<file path="src/rtl/mta_pkg.sv">
// ----------------------------------------------------------------------------
// mta_pkg
// Shared constants, storage word types, unit handshake structs and helpers
// for the mesh tangent accumulator.
// ----------------------------------------------------------------------------
package mta_pkg;

   localparam int VERTEX_COUNT = 4096;
   localparam int ADDR_W       = $clog2(VERTEX_COUNT);
   localparam int IDX_W        = 12;
   localparam int DATA_W       = 32;
   localparam int QUOT_W       = 32;

   typedef enum logic [1:0] {
      KIND_LOAD_GEO = 2'd0,
      KIND_LOAD_TAN = 2'd1,
      KIND_TRIANGLE = 2'd2,
      KIND_READ_TAN = 2'd3
   } kind_type;

   // position and texcoord of one vertex, all Q16.16
   typedef struct packed {
      logic [DATA_W-1:0] px;
      logic [DATA_W-1:0] py;
      logic [DATA_W-1:0] pz;
      logic [DATA_W-1:0] tu;
      logic [DATA_W-1:0] tv;
   } geo_word_type;

   // tangent of one vertex, Q2.30, element 0 is x
   typedef logic [2:0][DATA_W-1:0] tan_word_type;

   typedef struct packed {
      logic              start;
      logic [63:0]       hi;
      logic [QUOT_W-1:0] lo;
      logic [63:0]       den;
   } div_req_type;

   typedef struct packed {
      logic        start;
      logic [63:0] radicand;
   } sqrt_req_type;

   typedef struct packed {
      logic busy;
      logic done;
   } unit_status_type;

   // a - b, saturated to the signed 31-bit range
   function automatic logic signed [30:0] diff31(input logic [31:0] a,
                                                 input logic [31:0] b);
      logic signed [32:0] d;
      d = $signed({a[31], a}) - $signed({b[31], b});
      if (d > $signed(33'h0_3FFF_FFFF)) begin
         return 31'h3FFF_FFFF;
      end else if (d < $signed(33'h1_C000_0000)) begin
         return 31'h4000_0000;
      end else begin
         return d[30:0];
      end
   endfunction

endpackage

</file>
<file path="src/rtl/mta_sqrt.sv">
// ----------------------------------------------------------------------------
// mta_sqrt
// Floor integer square root of a 64-bit value, one result bit per cycle.
// ----------------------------------------------------------------------------
module mta_sqrt (
   input  logic                      clock,
   input  logic                      reset,
   input  mta_pkg::sqrt_req_type     req,
   output mta_pkg::unit_status_type  status,
   output logic [31:0]               root
);

   logic [63:0] x_ff,   x_in;
   logic [63:0] res_ff, res_in;
   logic [63:0] bit_ff, bit_in;
   logic [5:0]  cnt_ff, cnt_in;
   logic        busy_ff, busy_in;
   logic        done_ff, done_in;
   logic [63:0] trial;

   assign trial = res_ff + bit_ff;

   always_comb begin
      x_in    = x_ff;
      res_in  = res_ff;
      bit_in  = bit_ff;
      cnt_in  = cnt_ff;
      busy_in = busy_ff;
      done_in = 1'b0;
      if (req.start) begin
         x_in    = req.radicand;
         res_in  = '0;
         bit_in  = 64'h4000_0000_0000_0000;
         cnt_in  = 6'd32;
         busy_in = 1'b1;
      end else if (busy_ff) begin
         if (x_ff >= trial) begin
            x_in   = x_ff - trial;
            res_in = (res_ff >> 1) + bit_ff;
         end else begin
            res_in = res_ff >> 1;
         end
         bit_in = bit_ff >> 2;
         cnt_in = cnt_ff - 6'd1;
         if (cnt_ff == 6'd1) begin
            busy_in = 1'b0;
            done_in = 1'b1;
         end
      end
   end

   always_ff @(posedge clock) begin
      if (reset) begin
         busy_ff <= 1'b0;
         done_ff <= 1'b0;
         cnt_ff  <= '0;
      end else begin
         busy_ff <= busy_in;
         done_ff <= done_in;
         cnt_ff  <= cnt_in;
      end
   end

   always_ff @(posedge clock) begin
      x_ff   <= x_in;
      res_ff <= res_in;
      bit_ff <= bit_in;
   end

   assign status.busy = busy_ff;
   assign status.done = done_ff;
   assign root        = res_ff[31:0];

endmodule

</file>
<file path="config.mk">
export PLATFORM = sky130hd
export DESIGN_NAME = mta_sqrt
export DESIGN_NICKNAME = d
export VERILOG_FILES = /design/src/rtl/mta_pkg.sv /design/src/rtl/mta_sqrt.sv
export SDC_FILE = /design/constraint.sdc
export NUM_CORES = 1
export LEC_CHECK = 0
export CAP_MARGIN = 10
export CORE_AREA = 8 8 196 198
export CTS_BUF_LIST = sky130_fd_sc_hd__clkbuf_2 sky130_fd_sc_hd__clkbuf_4 sky130_fd_sc_hd__clkbuf_8
export DETAILED_ROUTE_END_ITERATION = 16
export DIE_AREA = 0 0 204 206
export DONT_BUFFER_PORTS = 1
export PLACE_DENSITY = 0.69
export SLEW_MARGIN = 0
export SYNTH_ARGS = -nofsm -noshare
export SYNTH_HDL_FRONTEND = slang
export SYNTH_SLANG_ARGS = --single-unit
export TNS_END_PERCENT = 100
</file>
<file path="constraint.sdc">
create_clock -name clock -period 16.34 [get_ports clock]
set_clock_uncertainty 0.1 [all_clocks]
set_input_delay 2.451 -clock clock [delete_from_list [all_inputs] [get_ports clock]]
set_output_delay 2.451 -clock clock [all_outputs]
set_load 0.05 [all_outputs]
</file>
# --- Word-level counts from Yosys, hierarchy flattened ---
# Index checks and enable logic that the tools add are counted.
totals:
  in_bits: 67
  word_cells: 29
  output_inout_bits: 34
  reg_bits: 168
classes:
  n_eq_ne: 1
  reduce_logical: 5
  n_bitwise: 1
  n_addsub: 4
  n_lt_le_gt_ge: 1
  n_mux: 10
ops:
  columns: ["operator", "n"]
  rows:
  - ["2-to-1 mux 64 bit", 4]
  - ["adder 63 x 63 -> 64 bit", 1]
  - ["adder 64 x 63 -> 64 bit", 1]
  - [">= comparator 64 bit", 1]
  - ["subtractor 64 bit", 1]
  - ["2-to-1 mux 6 bit", 2]
  - ["== test 6 x 1 -> 1 bit, second input constant", 1]
  - ["subtractor 6 x 1 -> 6 bit, second input constant", 1]
  - ["2-to-1 mux 1 bit", 4]
  - ["nonzero test 2 bit", 2]
  - ["OR reduction 3 bit", 1]
  - ["AND reduction 2 bit", 1]
  - ["OR reduction 2 bit", 1]
  - ["inverter 1 bit", 1]

# --- Depth between registers and ports, before layout ---
depth:
  word_depth: 5
  mapped_depth: 27
  depth_no_buf: 23

# --- Least setup slack after synthesis ---
# No wires, ideal clock.
synth_timing:
  path_kind: "register -> register"
  startpoint: "register res_ff[0]"
  endpoint: "register x_ff[0], enable pin"
  path_stages_with_launch: 25
  setup_time_ns: 0.424
  path_buffers: 3
  slack_ns: 9.689
  required_time_ns: 15.816
  period_less_slack_ns: 6.651
  t_arrival_ns: 6.128
  path_cell_list: "dfxtp_1 ha_1 ha_1 a21o_1 a31o_2 a211oi_2 a211oi_1 or2_1 a41o_1 a41oi_1 nor3_1 o31ai_1 xor2_1 ha_1 clkbuf_1 nand4_1 or4_1 nor2_1 o21ai_1 a31o_1 nand2_1 buf_2 buf_2 nand2_1 nand2_1"
synth_between:
  elab_chain_cells: 4
synth_lines:
  columns: ["element", "line_no", "text"]
  rows:
  - ["start: declaration", "mta_sqrt.sv:14", "logic [63:0] res_ff, res_in;"]
  - ["start signal: assignment", "mta_sqrt.sv:66", "res_ff <= res_in;"]
  - ["adder 64 x 63 -> 64 bit", "mta_sqrt.sv:21", "assign trial = res_ff + bit_ff;"]
  - [">= comparator 64 bit", "mta_sqrt.sv:37", "if (x_ff >= trial) begin"]
  - ["nonzero test 2 bit (no source line)", null, null]
  - ["AND reduction 2 bit (no source line)", null, null]
  - ["end signal: assignment", "mta_sqrt.sv:65", "x_ff <= x_in;"]
  - ["end: declaration", "mta_sqrt.sv:13", "logic [63:0] x_ff, x_in;"]
# Every way passes these cells.
# A chain may end at the register's enable or synchronous reset.

# --- Final worst setup path ---
layout_timing:
  startpoint: "register res_ff[2]"
  endpoint: "register x_ff[27], enable pin"
# The elaborated chain is that of the path after synthesis.

==> flow_summary.ini <==
[place]
pre_cts_slack_ps = 8852
place_congestion = 0.9337
portBuffers = 0
dp_hpwl_mm = 34.13

[global_route]
track_usage = 0.2127
grt_pass1_wl_mm = 72.88
first_global_vias = 13387
grt_overflow_total = 0
grt_max_degree = 221
antenna_found_initial = 2

[clock_tree]
cts_buffers = 17
cts-resized-gates = 0
cts_setup_buffers = 0
clkTransAtPathRegs_ps = 100
cts_tree = built
htreeDepth = 4
numClockSinks = 168
cts_hold_buf = 0
insertion_delay_ps = 500
cts-root-buf = clkbuf_8
cts_buffer_depth = 2

[logic_synthesis]
synth_flop_cell = dfxtp_1
yosys_register_bits = 168
syn_avg_cell_area_sq_um = 7.812
syn_inst = 2005
seq_area_frac_synth = 0.2556
synth-edff-count = 64
synth_area_leader_cell = dfxtp_1
syn-num-nets = 2205
ys_types = 90
syn_area_sq_um = 15660
synth.area.top_cells = dfxtp_1 (13%), edfxtp_1 (12%), ha_1 (11%)
synth_async_sr_flop_share = 0
netlist.area_leader.share = 0.1329
yosysWarnings = 0

[cells_and_area]
drive_gt1_frac = 0.05140
ff_latch_area_sq_um = 4008
multi_input_area_sq_um = 10670
area_growth_pct = 1.534
nFillCells = 3569
fin_nets = 2074
fin_util = 0.4515

[power]
vdd_ir_drop_max_mv = 0.09801
p_leak_nw = 5.938
powerDensity_nw_per_um2 = 158.1

[sta]
finalSetupViolations = 0
timing.final.ws_setup_ps = 8840
fin_setup_tns_ps = 0
finalHoldViolCount = 0
rsz0062_at_grt = no
min_period_over_period = 0.4590
tightest_slew_ps = 944.7
period_needed_ps = 7500
slew_headroom = 0.3693
drv_slew = 0
max_freq_ghz = 0.1333

[setup_path]
cp.required_ps = 16360
r2r_cells = 22
r2r-start = res_ff[2]
r2r_setup_slack_ps = 8840
worstPathMaxFanout = 64
critPathSlowestCell = dfxtp_1
crit_chain = ha_1, a31oi_1, a211o_1, o31ai_2, a211o_1, nand4_1, a21oi_1, o41ai_2, o21bai_1, a31oi_1, xor2_1, ha_1, nand4_1, or4_1, nor2_1, o21ai_1, a31o_1, nand2_1, buf_4, nand2_1, nand2_2, buf_4
start_kind = flip-flop
timing.rr.end = x_ff[27]
end_kind = flip-flop
arrival_ps = 7520
max_stage_delay_ps = 790
crit_type = flip-flop to flip-flop

[detailed_routing]
drt_iter0_markers = 1132
route.met3.wl_mm = 2.489
vias = 14400
wirelength_met1_mm = 22.22
wirelength_mm = 45.66
drc_errors = 0
top_layer = met4
vias_per_cell = 6.130
route.met2.wl_mm = 20.39
ant_nets = 0
dr.pass1.iters = 5
wire_per_inst_um = 19.44

[hold_path]
worst_hold_startpoint = cnt_ff[1]
hold_depth = 2
hold_path_end = cnt_ff[1]
hold_class = flip-flop to flip-flop

[die]
dieArea_sq_um = 42020
die_h_um = 206
start_util = 0.4447
core_area_sq_um = 35220
die_w_um = 204
rows = 69
io_pins = 101

[job]
drv_cap = 0

[outcome]
status = finished clean
## cells in the mapped netlist, types with 5 or more instances
| cell type | count |
|---|---|
| a211o_1 | 6 |
| a211oi_1 | 37 |
| a21o_1 | 49 |
| a21oi_1 | 128 |
| a221oi_1 | 17 |
| a311oi_1 | 15 |
| a31o_2 | 22 |
| a31oi_1 | 62 |
| and2_1 | 13 |
| and3_1 | 15 |
| and4_1 | 6 |
| buf_1 | 5 |
| buf_2 | 30 |
| buf_4 | 38 |
| clkbuf_1 | 79 |
| dfxtp_1 | 104 |
| edfxtp_1 | 64 |
| ha_1 | 132 |
| inv_1 | 49 |
| mux2i_1 | 41 |
| nand2_1 | 246 |
| nand2b_1 | 8 |
| nand3_1 | 41 |
| nand4_1 | 45 |
| nor2_1 | 188 |
| nor2b_1 | 10 |
| nor3_1 | 32 |
| nor4_1 | 8 |
| o211ai_1 | 12 |
| o21a_1 | 15 |
| o21ai_0 | 162 |
| o21ai_1 | 11 |
| o21bai_1 | 31 |
| o31a_1 | 6 |
| o31ai_1 | 9 |
| or2_2 | 8 |
| or3_1 | 18 |
| xnor2_1 | 84 |
| xor2_1 | 69 |
## power by group
part,switching [mW],internal (mW)
sequential,0.135,0.572
combinational,0.923,0.558
clock,0.185,0.140
## state kept, by name, indices dropped and copies added (netlist names)
| name | flops |
|---|---|
| res_ff | 64 |
| cnt_ff | 6 |
| done_ff | 1 |
| busy_ff | 1 |
| x_ff | 64 |
| bit_ff | 32 |
## cell usage in the layout (no fill, tap or decap), types with 31 or more instances in the layout
cell | Yosys | layout
xor2_1 | 69 | 69
inv_1 | 49 | 49
a211oi_1 | 37 | 37
a21oi_1 | 128 | 128
edfxtp_1 | 64 | 64
nand3_1 | 41 | 41
ha_1 | 132 | 132
nor2_1 | 188 | 188
xnor2_1 | 84 | 84
nand4_1 | 45 | 45
nor3_1 | 32 | 32
dfxtp_1 | 104 | 103
o21bai_1 | 31 | 31
a21o_1 | 49 | 49
nand2_1 | 246 | 245
o21ai_0 | 162 | 162
a31oi_1 | 62 | 62
mux2i_1 | 41 | 41
## through the flow
step           hold WS [ps]  power (mW)  std cells  cell area (sq um)
3_3_place_gp          382.7       2.154       2316              15500
4_1_cts               409.0       2.502       2348              15900
5_1_grt               443.1       2.709       2349              15900
2_1_floorplan         368.5       1.866       2005              15660
6_report              408.9       2.513       2349              15900
3_5_place_dp          395.2       2.165       2316              15500
## kinds of logic after synthesis
logic type                 synth area share
muxes                               0.02692
AOI/OAI and AO/OA                    0.2719
adders and majority gates            0.1067
DFF                                  0.2556
and+or+nand+nor                      0.1901
xor gates and xnor gates            0.08556
buffers and inverters               0.06311
## how the worst max path moves through the flow
stage,from,slack [ps],endpoint,depth (start not counted)
finish,res_ff[2],8840,x_ff[27],22
global route,res_ff[2],8320,x_ff[29],22
floorplan,res_ff[0],9690,x_ff[0],24
global placement,res_ff[2],8900,x_ff[22],22
CTS,res_ff[2],8790,x_ff[21],22
detailed placement,res_ff[2],8850,x_ff[25],22
## metal layers
| layer | track usage | vias to the layer above |
|---|---|---|
| met1 | 0.3040 | 6852 |
| met3 | 0.03166 | 39 |
| met4 | 0.04577 | 0 |
| met2 | 0.3349 | 442 |
| li1 | - | 7067 |
| met5 | 0 | - |
## area by class of cell
type | count | area share
well taps | 461 | 0.03627
repair buffers | 7 | 0.003304
flip-flops and latches | 168 | 0.2520
clock inverters | 15 | 0.01062
multi-input cells | 1630 | 0.6711
inverters | 50 | 0.01180
clock buffers | 17 | 0.01471
diodes | 1 | 0.0001574
## critical path, delay by kind of cell (launching register included)
kind | cells | cell delay [ps]
AND/OR/NAND/NOR | 7 | 1470
buffers and inverters | 2 | 1210
flip-flops | 1 | 790
AO/OA/AOI/OAI | 10 | 2540
adder cells (fa/ha/maj) | 2 | 830
XOR/XNOR | 1 | 110
No activity file was read; power rests on OpenSTA's default activity.
