===== src/rtl/mta_pkg.sv =====
// ----------------------------------------------------------------------------
// mta_pkg
// Shared constants, storage word types, unit handshake structs and helpers
// for the mesh tangent accumulator.
// ----------------------------------------------------------------------------
package mta_pkg;

   localparam int VERTEX_COUNT = 4096;
   localparam int ADDR_W       = $clog2(VERTEX_COUNT);
   localparam int IDX_W        = 12;
   localparam int DATA_W       = 32;
   localparam int QUOT_W       = 32;

   typedef enum logic [1:0] {
      KIND_LOAD_GEO = 2'd0,
      KIND_LOAD_TAN = 2'd1,
      KIND_TRIANGLE = 2'd2,
      KIND_READ_TAN = 2'd3
   } kind_type;

   // position and texcoord of one vertex, all Q16.16
   typedef struct packed {
      logic [DATA_W-1:0] px;
      logic [DATA_W-1:0] py;
      logic [DATA_W-1:0] pz;
      logic [DATA_W-1:0] tu;
      logic [DATA_W-1:0] tv;
   } geo_word_type;

   // tangent of one vertex, Q2.30, element 0 is x
   typedef logic [2:0][DATA_W-1:0] tan_word_type;

   typedef struct packed {
      logic              start;
      logic [63:0]       hi;
      logic [QUOT_W-1:0] lo;
      logic [63:0]       den;
   } div_req_type;

   typedef struct packed {
      logic        start;
      logic [63:0] radicand;
   } sqrt_req_type;

   typedef struct packed {
      logic busy;
      logic done;
   } unit_status_type;

   // a - b, saturated to the signed 31-bit range
   function automatic logic signed [30:0] diff31(input logic [31:0] a,
                                                 input logic [31:0] b);
      logic signed [32:0] d;
      d = $signed({a[31], a}) - $signed({b[31], b});
      if (d > $signed(33'h0_3FFF_FFFF)) begin
         return 31'h3FFF_FFFF;
      end else if (d < $signed(33'h1_C000_0000)) begin
         return 31'h4000_0000;
      end else begin
         return d[30:0];
      end
   endfunction

endpackage


===== src/rtl/mta_divider.sv =====
// ----------------------------------------------------------------------------
// mta_divider
// Restoring divider, one quotient bit per cycle. Divides {hi, lo} by den
// with hi < den, giving a QUOT_W-bit quotient.
// ----------------------------------------------------------------------------
module mta_divider (
   input  logic                        clock,
   input  logic                        reset,
   input  mta_pkg::div_req_type        req,
   output mta_pkg::unit_status_type    status,
   output logic [mta_pkg::QUOT_W-1:0]  quot
);

   localparam int CNT_W = $clog2(mta_pkg::QUOT_W + 1);

   logic [63:0]               rem_ff,  rem_in;
   logic [mta_pkg::QUOT_W-1:0] lo_ff,   lo_in;
   logic [63:0]               den_ff,  den_in;
   logic [mta_pkg::QUOT_W-1:0] quot_ff, quot_in;
   logic [CNT_W-1:0]          cnt_ff,  cnt_in;
   logic                      busy_ff, busy_in;
   logic                      done_ff, done_in;
   logic [63:0]               shifted;
   logic                      fits;

   assign shifted = {rem_ff[62:0], lo_ff[mta_pkg::QUOT_W-1]};
   assign fits    = shifted >= den_ff;

   always_comb begin
      rem_in  = rem_ff;
      lo_in   = lo_ff;
      den_in  = den_ff;
      quot_in = quot_ff;
      cnt_in  = cnt_ff;
      busy_in = busy_ff;
      done_in = 1'b0;
      if (req.start) begin
         rem_in  = req.hi;
         lo_in   = req.lo;
         den_in  = req.den;
         cnt_in  = CNT_W'(mta_pkg::QUOT_W);
         busy_in = 1'b1;
      end else if (busy_ff) begin
         // shift in the next dividend bit, subtract when it fits
         rem_in  = fits ? (shifted - den_ff) : shifted;
         lo_in   = {lo_ff[mta_pkg::QUOT_W-2:0], 1'b0};
         quot_in = {quot_ff[mta_pkg::QUOT_W-2:0], fits};
         cnt_in  = cnt_ff - CNT_W'(1);
         if (cnt_ff == CNT_W'(1)) begin
            busy_in = 1'b0;
            done_in = 1'b1;
         end
      end
   end

   always_ff @(posedge clock) begin
      if (reset) begin
         busy_ff <= 1'b0;
         done_ff <= 1'b0;
         cnt_ff  <= '0;
      end else begin
         busy_ff <= busy_in;
         done_ff <= done_in;
         cnt_ff  <= cnt_in;
      end
   end

   always_ff @(posedge clock) begin
      rem_ff  <= rem_in;
      lo_ff   <= lo_in;
      den_ff  <= den_in;
      quot_ff <= quot_in;
   end

   assign status.busy = busy_ff;
   assign status.done = done_ff;
   assign quot        = quot_ff;

endmodule


===== config.mk =====
export PLATFORM = sky130hd
export DESIGN_NAME = mta_divider
export DESIGN_NICKNAME = d
export VERILOG_FILES = /design/src/rtl/mta_pkg.sv /design/src/rtl/mta_divider.sv
export SDC_FILE = /design/constraint.sdc
export NUM_CORES = 1
export LEC_CHECK = 0
export BUFFER_PORTS_ARGS = -buffer_cell sky130_fd_sc_hd__buf_2
export CAP_MARGIN = 5
export CORE_MARGIN = 5
export CORE_UTILIZATION = 58
export DETAILED_ROUTE_END_ITERATION = 10
export PLACE_DENSITY = 0.82
export SYNTH_ARGS = -nofsm -noshare
export SYNTH_HDL_FRONTEND = slang
export SYNTH_SLANG_ARGS = --single-unit

===== constraint.sdc =====
create_clock -name clock -period 4.6 [get_ports clock]
set_input_delay 0.69 -clock clock [delete_from_list [all_inputs] [get_ports clock]]
set_output_delay 0.69 -clock clock [all_outputs]
set_load 0.1 [all_outputs]

==> After elaboration in Yosys (flattened, before gate mapping) <==
Index checks and enable logic that the tools add are counted.
{ "word_totals": {"reg_bits": 199, "latchBits": 0, "ram_bits": 0, "mem_bits_ro": 0, "in_bits": 163, "out_inout_bits": 34, "word_cells": 29, "n_memories": 0} }
{ "classes": {"addsub": 2, "multipliers": 0, "div_mod_pow": 0, "n_lt_le_gt_ge": 1, "n_eq_ne": 1, "n_shift": 0, "n_mux": 11, "bitwise_logic": 2, "n_reduce_logical": 4} }
{ "op_table": {"columns": ["operator", "count"], "rows": [
  ["$mux 63", 3],
  ["$ge 64x64->1", 1],
  ["$mux 32", 2],
  ["$sub 63x63->63", 1],
  ["$mux 6", 2],
  ["$eq 6x1->1 const B", 1],
  ["$sub 6x1->6 const B", 1],
  ["$mux 1", 4],
  ["$reduce_or 3->1", 1],
  ["$not 1->1", 2],
  ["$reduce_and 2->1", 1],
  ["$reduce_bool 2->1", 1],
  ["$reduce_or 2->1", 1]
]} }

==> Depth between registers and ports, before layout <==
{ "depth": {"word_depth": 4, "ltp_mapped": 15, "ltp_nobuf": 14} }

==> Worst setup path before layout <==
OpenSTA, ideal clock, no wires.
{ "synth_path": {"kind": "input-to-reg", "from": "input port req[160] (netlist bit)", "to": "register lo_ff[0] (netlist bit) (enable)", "setup_time_ns": 0.895, "arrival_time_ns": 2.933, "required_time_ns": 3.705, "path_slack_ns": 0.772, "path_stages": 4, "path_buffers": 2, "cell_sequence": "inv_1 -> clkbuf_1 -> clkbuf_1 -> nand2_1"} }
{ "synth_between": {"elab_chain_cells": 1} }
{ "synth_lines": {"columns": ["item", "line", "rtl"], "rows": [
  ["start: declaration", "mta_divider.sv:9", "input mta_pkg::div_req_type req,"],
  ["$reduce_bool 2->1 (no line)", null, null],
  ["end signal: assignment", "mta_divider.sv:70", "lo_ff <= lo_in;"],
  ["end: declaration", "mta_divider.sv:17", "logic [mta_pkg::QUOT_W-1:0] lo_ff, lo_in;"]
]} }
Every way passes these cells.
A chain may end at the register's enable or synchronous reset.

==> Worst setup path in the final report <==
{ "layout_path": {"from": "register rem_ff[2]", "to": "register rem_ff[35] (data pin)"} }
{ "layout_between": {"elab_chain_cells": 4, "elab_cells_between_ends": 5, "cone_classes": "add/sub (1); order compare (1); mux (3)"} }
{ "layout_lines": {"columns": ["item", "line", "rtl"], "rows": [
  ["start: declaration", "mta_divider.sv:16", "logic [63:0] rem_ff, rem_in;"],
  ["start signal: assignment", "mta_divider.sv:69", "rem_ff <= rem_in;"],
  ["$sub 63x63->63 or $ge 64x64->1 (tied branches)", "mta_divider.sv:45, mta_divider.sv:27", null],
  ["$mux 63 *", "mta_divider.sv:45", "rem_in = fits ? (shifted - den_ff) : shifted;"],
  ["$mux 63 *", "mta_divider.sv:43", "end else if (busy_ff) begin"],
  ["$mux 63 *", "mta_divider.sv:37", "if (req.start) begin"],
  ["net rem_in[35]", "mta_divider.sv:16", null]
]} }
The timed path passes the listed nets; every way through them passes the cells marked *. The select of a mux whose other input is x is not followed.

==> out/results.ini <==
[die]
die_h_um=154
rows=52
start_util_pct=59.0
fp.dieW_um=154
core_area_um2=20300
dieArea_um2=23600
ios=197

[yosys]
syn_nets=1379
netlist_area_um2=12000
synth_edf_count=191
synthArstFlopShare_pct=0
ys_seq_elements=199
yosysSeqAreaShare_pct=49.2
yosys.area.top_type_share_pct=47.9
netlist_top_cells_count=edfxtp_1, a21oi_1, inv_1, nor2_1, nand2_1
syn_area_per_cell_um2=10.4
syn_inst=1149
synth_flop_cell=edfxtp_1
yosys_warnings=0
synthDistinctLibCells=74
yosysMostFrequentCell=edfxtp_1
yosysTopAreaCell=edfxtp_1
yosys-top-cells-area=edfxtp_1, ha_1, a21oi_1

[cts]
clock_latency_ns=0.45
cts.sinks=199
cts_tree=built
numCtsBuffers=17
htreeDepth=4
cts_resized=0
postCtsSetupBuffers=0
path_clk_slew_ns=0.08
clockBufferDepth=2
cts_root_buf=clkbuf_16
cts_hold_buf=0

[grt]
antenna_found_initial=2
grt_pass1_vias=9262
grt_pass1_wl_mm=46.3
grt.overflow.total=0
grt_usage_pct=24.1
grt_max_degree=77

[placed_design]
place_hpwl_mm=21.5
port_buffers=195
post_dp_cell_area_um2=13100
place_congestion=0.937

[drt]
drt_iter0_markers=797
ant_nets=0
wl_per_cell_um=18.0
via_per_inst=5.86
drc=0
vias=9353
drt_wl_total_mm=28.8
drtPass1Iterations=5

[flow_run]
drv_cap=0

[worst_setup_path]
cpMostUsedCell=a21oi_1
cp_slowest_cell=o31ai_1
r2r_start=rem_ff[2]$_DFFE_PP_
start_kind=flip-flop
r2r_end=rem_ff[35]$_DFFE_PP_
cp_slowest_stage_delay_ns=0.59
crit_arrival_ns=3.96
crit_path_end_kind=flip-flop
rrSetupSlack_ns=0.84
critPathKind=flip-flop to flip-flop
required_ns=4.80
worstPathMaxFanout=5
ff2ff_path_depth=11
crit_path_cell_trace=ha_1, a21o_1, a21oi_1, a21oi_1, o31ai_1, a31oi_2, a31oi_1, o21ai_0, xnor2_1, o211ai_1, o21a_1

[power_and_ir_drop]
power_leakage_uw=0.00578
p_clk_share_pct=24.1
irDropWorstVdd_mv=0.250
p_switching_uw=2360
p_sw_share_pct=37.1
pwr_density_cell_nw_per_um2=464
p_int_uw=4000
power_frac_comb_pct=38.6
seq_power_share_pct=37.4

[final_layout]
finalInstanceArea_um2=13700
antenna_cells=0
regArea_um2=5900
fin_nets=1544
layout-drive-gt1-share_pct=22.9
nFillCells=1589
area_growth_pct=14.5
multiInputGateArea_um2=5380

[sta]
period_needed_ns=3.76
slew_headroom_pct=40.8
tns_ns=0
worst_slew_pin_slew_ns=0.880
setup_viol=0
timing.fmax_ghz=0.266
slew_viol_final=0
rsz0062_at_grt=no
post-route-period-util_pct=81.8
fin_skew_ns=0.0161
finalHoldViolCount=0

[worst_hold_path]
worstHoldEndpoint=den_ff[57]$_DFFE_PP_
hold_start=req[57]
hold_class=primary input to flip-flop
hold_depth=1

[run_status]
status=finished, final reports clean

## flip-flops by register name, indices dropped and copies added, names as in the netlist
| name | flops |
|---|---|
| lo_ff | 32 |
| rem_ff | 63 |
| cnt_ff | 6 |
| done_ff | 1 |
| quot | 32 |
| busy_ff | 1 |
| den_ff | 64 |
## how the worst max path moves through the flow
stage,start,end,slack (ns)
floorplan,req[160],lo_ff[0]$_SDFFCE_PN0P_,0.77
detailed placement,rem_ff[2]$_DFFE_PP_,rem_ff[35]$_DFFE_PP_,0.90
global placement,rem_ff[2]$_DFFE_PP_,rem_ff[35]$_DFFE_PP_,0.95
finish,rem_ff[2]$_DFFE_PP_,rem_ff[35]$_DFFE_PP_,0.84
CTS,rem_ff[2]$_DFFE_PP_,rem_ff[35]$_DFFE_PP_,0.88
global route,lo_ff[31]$_DFFE_PP_,rem_ff[62]$_DFFE_PP_,0.61
## power groups by stage
stage / logic [uW] / registers (uW) / clock network [uW]
4_1_cts: 2420 / 2380 / 1550
5_1_grt: 2710 / 2400 / 1630
6_report: 2450 / 2380 / 1530
2_1_floorplan: 1820 / 2460 / 0
3_5_place_dp: 2400 / 2420 / 0
3_3_place_gp: 2350 / 2400 / 0
## final cells by class
type | instances | share of cell area, %
Multi-Input combinational cell | 782 | 39.3
Clock inverter | 14 | 1.12
Timing Repair Buffer | 205 | 7.89
Clock buffer | 18 | 3.28
Sequential cell | 199 | 43.0
Tap cell | 270 | 2.46
Inverter | 109 | 2.98
## per-stage QoR
stage          worst slack (ns)  instances  hold slack (ns)  total power (uW)  util (%)
6_report                  0.837       1597            0.413              6360      67.6
5_1_grt                   0.609       1597            0.392              6750      67.6
4_1_cts                   0.883       1597            0.397              6350      67.6
3_5_place_dp              0.904       1565            0.426              4820      64.6
3_3_place_gp              0.946       1565            0.423              4760      64.6
2_1_floorplan             0.772       1149            0.469              4280         -
## worst max-delay path, delay by kind of cell (launching register included)
family	cells	cell delay, ns
xor+xnor	1	0.20
fa+ha+maj	1	0.39
compound gates	9	2.52
flops	1	0.40
## logic make-up after synthesis
logic type	Yosys count	synth area share [%]
simple gates	271	11.1
compound gates	340	18.2
fa+ha+maj	67	7.06
xor+xnor	58	4.24
flops	199	49.2
buf+inv	168	5.88
mux	46	4.30
## layout by cell type, fill, tap and decap left out, types with 6 or more instances in the layout
master / Yosys / routed
nor3_1: 13 / 13
and2_1: 10 / 10
a21o_1: 31 / 31
o211ai_1: 13 / 13
o21a_1: 22 / 22
a21oi_1: 122 / 122
o21bai_1: 10 / 10
xnor2_1: 31 / 31
nand2b_1: 13 / 13
o21ai_1: 13 / 13
inv_1: 109 / 108
a211oi_1: 25 / 25
o21ai_0: 45 / 45
nor2_1: 75 / 74
mux2_2: 43 / 43
ha_1: 66 / 66
clkbuf_16: 0 / 18
nand2_1: 70 / 69
and3_1: 12 / 12
buf_2: 16 / 194
a31oi_1: 6 / 6
dfxtp_1: 8 / 8
nor4_1: 6 / 6
edfxtp_1: 191 / 191
xor2_1: 27 / 27
nand3_1: 25 / 25
buf_4: 6 / 8
nand4_1: 23 / 23
## metal layers
layer / routed length, um / global-route usage (%) / vias up
met5: 21 / 0 / -
met4: 725 / 7.74 / 4
met3: 2270 / 6.27 / 60
met2: 13700 / 39.6 / 354
met1: 12100 / 31.4 / 4390
li1: - / - / 4545
No activity file was read; power rests on OpenSTA's default activity.
